[src/hw/rtl/panel_step_navigation_autorepeat_assert.svh]
// Assertion macros for the panel step navigation block.
// Depends on a clock named aclk and an active-low reset named aresetn in scope.
`ifndef PANEL_STEP_NAVIGATION_AUTOREPEAT_ASSERT_SVH
`define PANEL_STEP_NAVIGATION_AUTOREPEAT_ASSERT_SVH

// Check a condition at every clock edge outside reset.
`define PSNA_ASSERT_ALWAYS(label, cond, msg) \
    label: assert property (@(posedge aclk) disable iff (!aresetn) (cond)) else $error(msg);

// Check that a trigger is followed by a condition in the next clock cycle.
`define PSNA_ASSERT_NEXT(label, trig, cond, msg) \
    label: assert property (@(posedge aclk) disable iff (!aresetn) \
        (trig) |=> (cond)) else $error(msg);

`endif

[src/hw/rtl/psna_pkg.sv]
// Shared constants for the panel step navigation block: register indexes,
// mode codes, field widths and reset values. No dependencies.
package psna_pkg;

    // Configuration port
    localparam int CFG_INDEX_BITS = 3;
    localparam int CFG_DATA_BITS  = 16;

    localparam logic [CFG_INDEX_BITS-1:0] REG_MAX_STEP     = 3'd0;
    localparam logic [CFG_INDEX_BITS-1:0] REG_EXPANDER     = 3'd1;
    localparam logic [CFG_INDEX_BITS-1:0] REG_FIRST_DELAY  = 3'd2;
    localparam logic [CFG_INDEX_BITS-1:0] REG_REPEAT_DELAY = 3'd3;
    localparam logic [CFG_INDEX_BITS-1:0] REG_ENTRY_DELAY  = 3'd4;

    // Field widths
    localparam int MAX_STEP_BITS = 5;
    localparam int DELAY_BITS    = 16;
    localparam int MODE_BITS     = 2;
    localparam int IN_TDATA_BITS = 8;
    localparam int STEP_BITS_DEF = 5;

    // View and edit modes
    localparam logic [MODE_BITS-1:0] MODE_VIEW1 = 2'd0;
    localparam logic [MODE_BITS-1:0] MODE_VIEW2 = 2'd1;
    localparam logic [MODE_BITS-1:0] MODE_EDIT1 = 2'd2;
    localparam logic [MODE_BITS-1:0] MODE_EDIT2 = 2'd3;

    // Register reset values
    localparam logic [MAX_STEP_BITS-1:0] MAX_STEP_RST     = 5'd31;
    localparam logic [DELAY_BITS-1:0]    FIRST_DELAY_RST  = 16'd10;
    localparam logic [DELAY_BITS-1:0]    REPEAT_DELAY_RST = 16'd4;
    localparam logic [DELAY_BITS-1:0]    ENTRY_DELAY_RST  = 16'd40;

endpackage

[src/hw/rtl/panel_step_navigation_autorepeat.sv]
// Panel step navigation with key auto-repeat: mode, step and section tracking.
// Depends on psna_pkg and panel_step_navigation_autorepeat_assert.svh.

// One scan word is taken per clock while the output is not stalled. Its result
// is computed in the same cycle from the word and the held state and lands in
// the output register, so it shows on the master side in the cycle after
// acceptance. The slave side is ready whenever the output register is empty
// or being drained, which sustains one word per clock while m_tready is high.
// Configuration writes are always accepted; a delay register written with
// zero counts as one tick. No clearing pass is needed after reset.

`include "panel_step_navigation_autorepeat_assert.svh"

module panel_step_navigation_autorepeat #(
    parameter int STEP_BITS = psna_pkg::STEP_BITS_DEF,
    localparam int OUT_FIELD_BITS = STEP_BITS + 7,
    localparam int OUT_TDATA_BITS = ((OUT_FIELD_BITS + 7) / 8) * 8
) (
    input  logic                                  aclk,
    input  logic                                  aresetn,

    // Scan words. tdata from bit 0: left_pressed, right_pressed,
    // view1_pressed, view2_pressed, unit1_section, unit2_section
    input  logic                                  s_tvalid,
    output logic                                  s_tready,
    input  logic [psna_pkg::IN_TDATA_BITS-1:0]    s_tdata,

    // Results. tdata from bit 0: mode_now, step_now, section_now,
    // section_cmd_valid, section_cmd_unit, section_cmd_value, refresh
    output logic                                  m_tvalid,
    input  logic                                  m_tready,
    output logic [OUT_TDATA_BITS-1:0]             m_tdata,

    // Register writes
    input  logic                                  cfg_valid,
    output logic                                  cfg_ready,
    input  logic [psna_pkg::CFG_INDEX_BITS-1:0]   cfg_index,
    input  logic [psna_pkg::CFG_DATA_BITS-1:0]    cfg_data
);

    localparam int DB = psna_pkg::DELAY_BITS;
    localparam int MB = psna_pkg::MODE_BITS;
    localparam logic [DB-1:0]        DELAY_ONE = DB'(1);
    localparam logic [STEP_BITS-1:0] STEP_ONE  = STEP_BITS'(1);

    // Configuration registers
    logic [psna_pkg::MAX_STEP_BITS-1:0] max_step_reg;
    logic                               expander_reg;
    logic [DB-1:0]                      first_delay_reg;
    logic [DB-1:0]                      repeat_delay_reg;
    logic [DB-1:0]                      entry_delay_reg;

    // Navigation state
    logic [MB-1:0]        mode_reg, mode_next;
    logic [STEP_BITS-1:0] step_reg, step_next;
    logic                 section_reg, section_next;
    logic [DB-1:0]        left_cnt_reg, left_cnt_next;
    logic [DB-1:0]        right_cnt_reg, right_cnt_next;

    // Output register
    logic                      out_valid_reg;
    logic [OUT_TDATA_BITS-1:0] out_data_reg, out_data_next;

    // Decoded scan word and intermediate values
    logic lp, rp, v1, v2, s1, s2;
    logic                 in_accept;
    logic [STEP_BITS-1:0] top;
    logic [DB-1:0]        first_nz, repeat_nz, entry_nz;
    logic [MB-1:0]        mode_a, mode_b;
    logic                 enter, cmd, cmd_unit, cmd_value;
    logic                 left_fire, right_fire, refresh;
    logic [STEP_BITS-1:0] step_a, step_b;
    logic [DB-1:0]        left_a, right_a, left_b, right_b;

    assign lp = s_tdata[0];
    assign rp = s_tdata[1];
    assign v1 = s_tdata[2];
    assign v2 = s_tdata[3];
    assign s1 = s_tdata[4];
    assign s2 = s_tdata[5];

    assign s_tready  = !out_valid_reg || m_tready;
    assign in_accept = s_tvalid && s_tready;
    assign cfg_ready = 1'b1;
    assign m_tvalid  = out_valid_reg;
    assign m_tdata   = out_data_reg;

    // Treat a zero delay as one tick
    assign first_nz  = (first_delay_reg  == '0) ? DELAY_ONE : first_delay_reg;
    assign repeat_nz = (repeat_delay_reg == '0) ? DELAY_ONE : repeat_delay_reg;
    assign entry_nz  = (entry_delay_reg  == '0) ? DELAY_ONE : entry_delay_reg;
    assign top       = STEP_BITS'(max_step_reg);

    // Work out the next state and the result for one scan word
    always_comb begin
        // view buttons, view two wins
        if (v2) begin
            mode_a = psna_pkg::MODE_VIEW2;
        end else if (v1) begin
            mode_a = psna_pkg::MODE_VIEW1;
        end else begin
            mode_a = mode_reg;
        end

        // enter edit mode on a step key in a view mode
        enter = (lp || rp) && !mode_a[1];
        unique case (mode_a)
            psna_pkg::MODE_VIEW1: mode_b = enter ? psna_pkg::MODE_EDIT1 : mode_a;
            psna_pkg::MODE_VIEW2: mode_b = enter ? psna_pkg::MODE_EDIT2 : mode_a;
            default:              mode_b = mode_a;
        endcase
        section_next = enter ? (mode_a[0] ? s2 : s1) : section_reg;
        step_a       = enter ? '0 : step_reg;
        left_a       = enter ? entry_nz : left_cnt_reg;
        right_a      = enter ? entry_nz : right_cnt_reg;

        // section change request without an expander
        cmd       = !expander_reg && (lp || rp) && (v1 || v2);
        cmd_unit  = cmd && !v1;
        cmd_value = cmd && !lp;
        if (cmd) begin
            mode_next = cmd_unit ? psna_pkg::MODE_VIEW2 : psna_pkg::MODE_VIEW1;
        end else begin
            mode_next = mode_b;
        end

        // count down held keys, reload on release
        if (!lp) begin
            left_b = first_nz;
        end else if (left_a != '0) begin
            left_b = left_a - DELAY_ONE;
        end else begin
            left_b = left_a;
        end
        if (!rp) begin
            right_b = first_nz;
        end else if (right_a != '0) begin
            right_b = right_a - DELAY_ONE;
        end else begin
            right_b = right_a;
        end

        // step left first, wrapping to the top
        left_fire = (left_b == '0);
        if (!left_fire) begin
            step_b = step_a;
        end else if (step_a == '0 || step_a > top) begin
            step_b = top;
        end else begin
            step_b = step_a - STEP_ONE;
        end
        left_cnt_next = left_fire ? repeat_nz : left_b;

        // then step right, wrapping to zero
        right_fire = (right_b == '0);
        if (!right_fire) begin
            step_next = step_b;
        end else if (step_b >= top) begin
            step_next = '0;
        end else begin
            step_next = step_b + STEP_ONE;
        end
        right_cnt_next = right_fire ? repeat_nz : right_b;

        refresh = enter || cmd || left_fire || right_fire;

        out_data_next = OUT_TDATA_BITS'({refresh, cmd_value, cmd_unit, cmd,
                                         section_next, step_next, mode_next});
    end

    // Hold configuration, ignore writes beyond the register list
    always_ff @(posedge aclk) begin
        if (!aresetn) begin
            max_step_reg     <= psna_pkg::MAX_STEP_RST;
            expander_reg     <= 1'b0;
            first_delay_reg  <= psna_pkg::FIRST_DELAY_RST;
            repeat_delay_reg <= psna_pkg::REPEAT_DELAY_RST;
            entry_delay_reg  <= psna_pkg::ENTRY_DELAY_RST;
        end else if (cfg_valid && cfg_ready) begin
            unique case (cfg_index)
                psna_pkg::REG_MAX_STEP:
                    max_step_reg <= cfg_data[psna_pkg::MAX_STEP_BITS-1:0];
                psna_pkg::REG_EXPANDER:     expander_reg     <= cfg_data[0];
                psna_pkg::REG_FIRST_DELAY:  first_delay_reg  <= cfg_data[DB-1:0];
                psna_pkg::REG_REPEAT_DELAY: repeat_delay_reg <= cfg_data[DB-1:0];
                psna_pkg::REG_ENTRY_DELAY:  entry_delay_reg  <= cfg_data[DB-1:0];
                default: ;
            endcase
        end
    end

    // Advance the navigation state on each accepted word
    always_ff @(posedge aclk) begin
        if (!aresetn) begin
            mode_reg      <= psna_pkg::MODE_VIEW1;
            step_reg      <= '0;
            section_reg   <= 1'b0;
            left_cnt_reg  <= psna_pkg::FIRST_DELAY_RST;
            right_cnt_reg <= psna_pkg::FIRST_DELAY_RST;
        end else if (in_accept) begin
            mode_reg      <= mode_next;
            step_reg      <= step_next;
            section_reg   <= section_next;
            left_cnt_reg  <= left_cnt_next;
            right_cnt_reg <= right_cnt_next;
        end
    end

    // Load the result word, drop valid once taken
    always_ff @(posedge aclk) begin
        if (!aresetn) begin
            out_valid_reg <= 1'b0;
        end else if (in_accept) begin
            out_valid_reg <= 1'b1;
        end else if (m_tready) begin
            out_valid_reg <= 1'b0;
        end
    end

    always_ff @(posedge aclk) begin
        if (in_accept) begin
            out_data_reg <= out_data_next;
        end
    end

    // Counters are reloaded before they could rest at zero
    `PSNA_ASSERT_ALWAYS(a_left_cnt_nonzero, left_cnt_reg != '0, "left counter at zero")
    `PSNA_ASSERT_ALWAYS(a_right_cnt_nonzero, right_cnt_reg != '0, "right counter at zero")
    // An accepted word always produces a result word
    `PSNA_ASSERT_NEXT(a_accept_gives_result, in_accept, m_tvalid, "result word missing")
    // A section request always comes with a display refresh
    `PSNA_ASSERT_ALWAYS(a_cmd_refresh,
        !m_tvalid || !m_tdata[STEP_BITS+3] || m_tdata[STEP_BITS+6],
        "section request without refresh")

endmodule

[config.mk]
export PLATFORM = sky130hd
export DESIGN_NAME = panel_step_navigation_autorepeat
export DESIGN_NICKNAME = d
export VERILOG_FILES = /design/src/hw/rtl/psna_pkg.sv /design/src/hw/rtl/panel_step_navigation_autorepeat.sv
export VERILOG_INCLUDE_DIRS = /design/src /design/src/hw/rtl
export SDC_FILE = /design/constraint.sdc
export NUM_CORES = 1
export LEC_CHECK = 0
export ABC_AREA = 0
export ABC_CLOCK_PERIOD_IN_PS = 11500
export BUFFER_PORTS_ARGS = -buffer_cell sky130_fd_sc_hd__clkbuf_2
export CAP_MARGIN = 5
export CORE_MARGIN = 4
export CORE_UTILIZATION = 67
export DETAILED_ROUTE_END_ITERATION = 10
export PLACE_DENSITY_LB_ADDON = 0.12
export RECOVER_POWER = 100
export SETUP_SLACK_MARGIN = 0.02
export SLEW_MARGIN = 5
export SYNTH_ARGS = -nofsm -noshare
export SYNTH_HDL_FRONTEND = slang
export SYNTH_SLANG_ARGS = --single-unit
[constraint.sdc]
create_clock -name aclk -period 11.5 [get_ports aclk]
set_input_delay 0 -clock aclk [delete_from_list [all_inputs] [get_ports aclk]]
set_output_delay 0 -clock aclk [all_outputs]
set_load 0.01 [all_outputs]
-- Yosys cells after proc, flatten, opt, wreduce, memory -nomap -nowiden
Index checks and enable logic that the tools add are counted.
- register bits: 107
- bits of input ports: 32
- output and inout bits: 19
- add/subtract/negate cells: 4
- magnitude comparators: 2
- equality and inequality tests: 5
- multiplexer cells: 27
- reduce and logical (&&, ||, !) cells: 34
- operators by type and width (kind ; number):
    $mux 16 ; 11
    $logic_not 16->1 ; 5
    $reduce_bool 16->1 ; 2
    $sub 16x1->16 const B ; 2
    $mux 5 ; 5
    $mux 2 ; 5
    $reduce_and 2->1 ; 5
    $logic_or 1x1->1 ; 7
    $eq 3x2->1 const B ; 2
    $logic_and 1x1->1 ; 6
    $add 5x1->5 const B ; 1
    $ge 5x5->1 ; 1
    $gt 5x5->1 ; 1
    $logic_not 1->1 ; 5
    $logic_not 5->1 ; 1
    $mux 1 ; 5
    $sub 5x1->5 const B ; 1
    $pmux 2 s2 ; 1
    $eq 3x1->1 const B ; 1
    $eq 3x3->1 const B ; 1
    $logic_not 3->1 ; 1
    $eq 2x1->1 const B ; 1
    $logic_not 2->1 ; 1
    $reduce_bool 2->1 ; 1

-- Longest topological paths before layout
- depth in word-level cells: 13
- depth in mapped cells: 30

-- Worst setup path after synthesis
No wires, ideal clock.
- path kind: reg2reg
- start point: register mode_reg[1]
- end point: register step_reg[4]
- setup time: 95 ps
- arrival: 6506 ps
- required time: 11405 ps
- setup slack: 4898 ps
- cell stages (with the launch flop): 29
- buffers on the path: 4
- cells stage by stage: dfxtp_1 > or3b_1 > buf_4 > buf_2 > buf_2 > and3_1 > a21oi_1 > ha_1 > nor3b_1 > o211ai_1 > a22o_2 > and4_2 > o32a_1 > or2_4 > nor4_4 > buf_6 > mux2i_1 > inv_1 > ha_1 > nand2b_1 > a21oi_1 > nor2b_1 > o21ai_0 > nand2b_1 > a21oi_1 > and3_1 > nand3_1 > or4b_1 > a221oi_1
- cells in the longest elaborated chain, start to end: 13
- elaborated cells between the ends (all ways): 27
- ends and longest elaborated chain (what ; RTL line ; RTL):
    start, declared ; panel_step_navigation_autorepeat.sv:54 ; logic [MB-1:0] mode_reg, mode_next;
    start signal, assigned ; panel_step_navigation_autorepeat.sv:195 ; mode_reg <= psna_pkg::MODE_VIEW1;
    start signal, assigned ; panel_step_navigation_autorepeat.sv:201 ; mode_reg <= mode_next;
    $mux 2 (*) ; panel_step_navigation_autorepeat.sv:99 ; end else if (v1) begin
    $mux 2 (*) ; panel_step_navigation_autorepeat.sv:97 ; if (v2) begin
    $logic_not 1->1 (*) ; panel_step_navigation_autorepeat.sv:106 ; enter = (lp || rp) && !mode_a[1];
    $logic_and 1x1->1 (*) ; panel_step_navigation_autorepeat.sv:106 ;
    $mux 16 ; panel_step_navigation_autorepeat.sv:114 ; left_a = enter ? entry_nz : left_cnt_reg;
    $sub 16x1->16 or $reduce_bool 16->1 (tied branches) ; panel_step_navigation_autorepeat.sv:131, panel_step_navigation_autorepeat.sv:130 ;
    $mux 16 ; panel_step_navigation_autorepeat.sv:130 ; end else if (left_a != '0) begin
    $mux 16 ; panel_step_navigation_autorepeat.sv:128 ; if (!lp) begin
    $logic_not 16->1 ; panel_step_navigation_autorepeat.sv:144 ; left_fire = (left_b == '0);
    $mux 5 ; panel_step_navigation_autorepeat.sv:145 ; if (!left_fire) begin
    $add 5x1->5 or $ge 5x5->1 (tied branches) ; panel_step_navigation_autorepeat.sv:161, panel_step_navigation_autorepeat.sv:158 ;
    $mux 5 ; panel_step_navigation_autorepeat.sv:158 ; end else if (step_b >= top) begin
    $mux 5 (*) ; panel_step_navigation_autorepeat.sv:156 ; if (!right_fire) begin
    end signal, assigned ; panel_step_navigation_autorepeat.sv:202 ; step_reg <= step_next;
    end, declared ; panel_step_navigation_autorepeat.sv:55 ; logic [STEP_BITS-1:0] step_reg, step_next;
Every way passes the cells marked *; elsewhere a longest branch is shown, timed or not.
A chain may end at the register's enable or synchronous reset.

-- Worst setup path after layout
- start point: input port s_tdata[0] in the netlist's numbering
- end point: register step_reg[4]
- cells in the longest elaborated chain, start to end: 11
- elaborated cells between the ends (all ways): 25
- ends and longest elaborated chain (what ; RTL line ; RTL):
    start, declared ; panel_step_navigation_autorepeat.sv:26 ; input logic [psna_pkg::IN_TDATA_BITS-1:0] s_tdata,
    $logic_or 1x1->1 ; panel_step_navigation_autorepeat.sv:106 ;
    $logic_and 1x1->1 ; panel_step_navigation_autorepeat.sv:106 ;
    $mux 16 ; panel_step_navigation_autorepeat.sv:114 ;
    $sub 16x1->16 or $reduce_bool 16->1 (tied branches) ; panel_step_navigation_autorepeat.sv:131, panel_step_navigation_autorepeat.sv:130 ;
    $mux 16 ; panel_step_navigation_autorepeat.sv:130 ;
    $mux 16 ; panel_step_navigation_autorepeat.sv:128 ;
    $logic_not 16->1 ; panel_step_navigation_autorepeat.sv:144 ;
    $mux 5 ; panel_step_navigation_autorepeat.sv:145 ;
    $add 5x1->5 or $ge 5x5->1 (tied branches) ; panel_step_navigation_autorepeat.sv:161, panel_step_navigation_autorepeat.sv:158 ;
    $mux 5 ; panel_step_navigation_autorepeat.sv:158 ;
    $mux 5 (*) ; panel_step_navigation_autorepeat.sv:156 ;
Marked as above.

==> impl_metrics.env <==
export IMPL_via_count=8490
export IMPL_fp_dieH_um=114.7
export IMPL_yosys_warnings=0
export IMPL_std_cell_rows=38
export IMPL_cp_top_family="simple AND/OR/NAND/NOR gates"
export IMPL_globalplace_congestion=1.077
export IMPL_synth_avg_cell_area_um2=7.631
export IMPL_clock_latency_ns=0.38
export IMPL_cts_tree="done"
export IMPL_start_util_pct=69.41
export IMPL_synth_top_area_share_pct=24.95
export IMPL_synth_edf_count=12
export IMPL_fin_crit_ns=9.565
export IMPL_finalPower_uw=956.8
export IMPL_cts_buffers=9
export IMPL_nets=1061
export IMPL_min_path_type="input pin to register"
export IMPL_fin_area_mm2=0.008254
export IMPL_p_leak_nw=3.147
export IMPL_final_cells=1159
export IMPL_fin_crit_sh_pct=83.17
export IMPL_crit_top_cell="a21oi_1"
export IMPL_critPathMaxFanout=38
export IMPL_use_met1_pct=55.85
export IMPL_final_hold_viol_count=0
export IMPL_clockRootBuffer="clkbuf_16"
export IMPL_yosys_area_top_type="dfxtp_1"
export IMPL_async_flop_share_pct=0
export IMPL_cap_violations=5
export IMPL_rsz0062_at_grt="false"
export IMPL_p_per_area_mw_per_mm2=115.9
export IMPL_worstSetupPathType="input pin to register"
export IMPL_worst_slack_ns=1.935
export IMPL_synth_ff_type="dfxtp_1"
export IMPL_grt_use_met3_pct=11.68
export IMPL_globalRouteTotalUtil_pct=41.59
export IMPL_hpwl_mm=18.85
export IMPL_area_delta_synth_final_pct=8.272
export IMPL_clock_sinks=107
export IMPL_die_area_mm2=0.01315
export IMPL_finalClockSkew_ns=0.02132
export IMPL_h_tree_depth=3
export IMPL_worst_setup_path_end_kind="register"
export IMPL_vdd_drop_max_mv=0.1331
export IMPL_worst_pin_slew_ns=2.730
export IMPL_postSynthCellCount=999
export IMPL_clkTransAtPathRegs_ns=0.08
export IMPL_drt_pass1_iter_count=7
export IMPL_io_buffers=43
export IMPL_ios=51
export IMPL_drc=0
export IMPL_critPathRequiredTime_ns=11.78
export IMPL_setup_tns_ns=0
export IMPL_cp_num_buf_inv=4
export IMPL_placed_cells=1124
export IMPL_drive_above_1_share_pct=9.323
export IMPL_post_dp_cell_area_mm2=0.007776
export IMPL_crit_path_top_delay_cell="clkbuf_1"
export IMPL_layout_common_cells="172 x nand2_1, 95 x dfxtp_1, 91 x a21oi_1, 58 x o21ai_0, 54 x nor2_1"
export IMPL_drv_slew=226
export IMPL_met2_usage_pct=61.58
export IMPL_ctsResizeCount=0
export IMPL_max_stage_delay_ns=1.41
export IMPL_ys_seq_area_share_pct=29.67
export IMPL_arrival_ns=9.84
export IMPL_synth_distinct_cells=97
export IMPL_wire_per_inst_um=23.53
export IMPL_setup_viol_count_final=0
export IMPL_ys_ff_latch=107
export IMPL_synth_area_leaders="dfxtp_1 25%, nand2_1 8.5%, a21oi_1 6.0%"
export IMPL_slew_headroom_pct=-82.00
export IMPL_start_kind="input pin"
export IMPL_overflow=0
export IMPL_vias_per_cell=7.325
export IMPL_dp_slack_ns=3.451
export IMPL_grt_max_degree=58
export IMPL_grt_pass1_vias=7778
export IMPL_max_freq_mhz=104.6
export IMPL_cts_buffer_depth=2
export IMPL_top_usage_layer="met2"
export IMPL_netlist_area_mm2=0.007624
export IMPL_violations="capacitance limit, slew limit"
export IMPL_outcome="complete, but fails checks"
export IMPL_grt_pass1_wl_mm=42.40
export IMPL_mostFrequentLayoutCell="nand2_1"
export IMPL_drtIter0Drc=1462
export IMPL_die_w_um=114.7
export IMPL_num_antenna_cells=0
export IMPL_wirelength_mm=27.27
export IMPL_drtAntennaViolNets=0
export IMPL_core_mm2=0.01098
export IMPL_antenna_found_initial=0
[power by group]
group	internal, mW	total, mW	leakage, nW	switching (mW)
combinational	0.0685	0.187	2.09	0.118
clock	0.180	0.352	0.163	0.172
sequential	0.396	0.419	0.895	0.0231
[final timing paths]
kind,cells past startpoint,startpoint,slack (ns),end
worst max register to register,26,mode_reg[1]$_SDFFE_PN0P_,3.14,step_reg[4]$_SDFFE_PN0P_
worst max-delay path,27,s_tdata[0],1.94,step_reg[4]$_SDFFE_PN0P_
worst min register to register,2,section_reg$_SDFFE_PN0P_,0.46,section_reg$_SDFFE_PN0P_
worst min-delay path,4,cfg_index[0],0.08,expander_reg$_SDFFE_PN0P_
[layer usage]
| layer | wire length (um) | up-vias |
|---|---|---|
| li1 | - | 3766 |
| met1 | 10190 | 3877 |
| met2 | 11620 | 711 |
| met3 | 4062 | 136 |
| met4 | 1394 | 0 |
| met5 | 0 | - |
[through the flow]
stage	util (%)	hold WS, ns
after floorplan	-	0.1240
after global placement	70.80	0.2415
after detailed placement	70.80	0.2452
after CTS	75.59	0.04099
after global routing	75.15	0.1098
final	75.15	0.07723
[worst register-to-register path, stage by stage, from the launching register on]
cell and delay, ns:
dfxtp_1 0.35, or3b_2 0.44, buf_4 0.33, nand2_1 0.21, buf_4 0.35, o21a_1 0.23, ha_1 0.22, nor3b_1 0.61
o211ai_1 0.26, a22oi_1 0.57, nor3_1 0.13, o31ai_1 0.43, nand4b_1 0.29, nor4_4 0.67, mux2i_1 0.39, inv_1 0.08
ha_1 0.26, nand2b_1 0.14, a21oi_1 0.15, nor2b_1 0.07, o21ai_0 0.17, nand2b_1 0.08, a21oi_1 0.64, and3_1 0.28
nand3_1 0.09, or4b_1 0.53, a221oi_1 0.28
[cell families after synthesis]
logic type	share of synthesized area [%]
AO/OA/AOI/OAI	27.87
flip-flops	29.67
XOR/XNOR	0.6893
other	0.09851
AND/OR/NAND/NOR	28.64
multiplexers	4.694
adder cells (fa/ha/maj)	2.462
buffers and inverters	5.875
[cell type report]
| type | count | area (um^2) |
|---|---|---|
| Inverter | 20 | 75.07 |
| Clock buffer | 9 | 225.2 |
| Multi-Input combinational cell | 799 | 4936 |
| Clock inverter | 7 | 110.1 |
| Sequential cell | 107 | 2262 |
| Timing Repair Buffer | 77 | 470.5 |
| Fill cell | 855 | 2729 |
| Tap cell | 140 | 175.2 |
[cell usage after synthesis, drive strengths merged (5+ instances only)]
master and n:
o21a 5, nand4 20, nor2b 12, nor4 23, or4 6, clkbuf 43, a22oi 5, nor3 30
o31ai 8, ha 15, or3 12, a311oi 6, a31oi 21, nand2 172, inv 20, dfxtp 95
mux2i 29, a211oi 17, o21ai 59, a211o 5, edfxtp 12, and4 5, mux2 6, a21o 7
nor2 54, nand3 39, nand2b 8, or2 9, a21oi 93, o211ai 15, and2 8, and3 10
a21boi 9, buf 33
[repair_timing]
action,4_1_cts,5_1_grt
hold endpoints to repair,56,0
hold buffers,19,0
setup buffers,0,0
(Power assumes the default switching activity.)
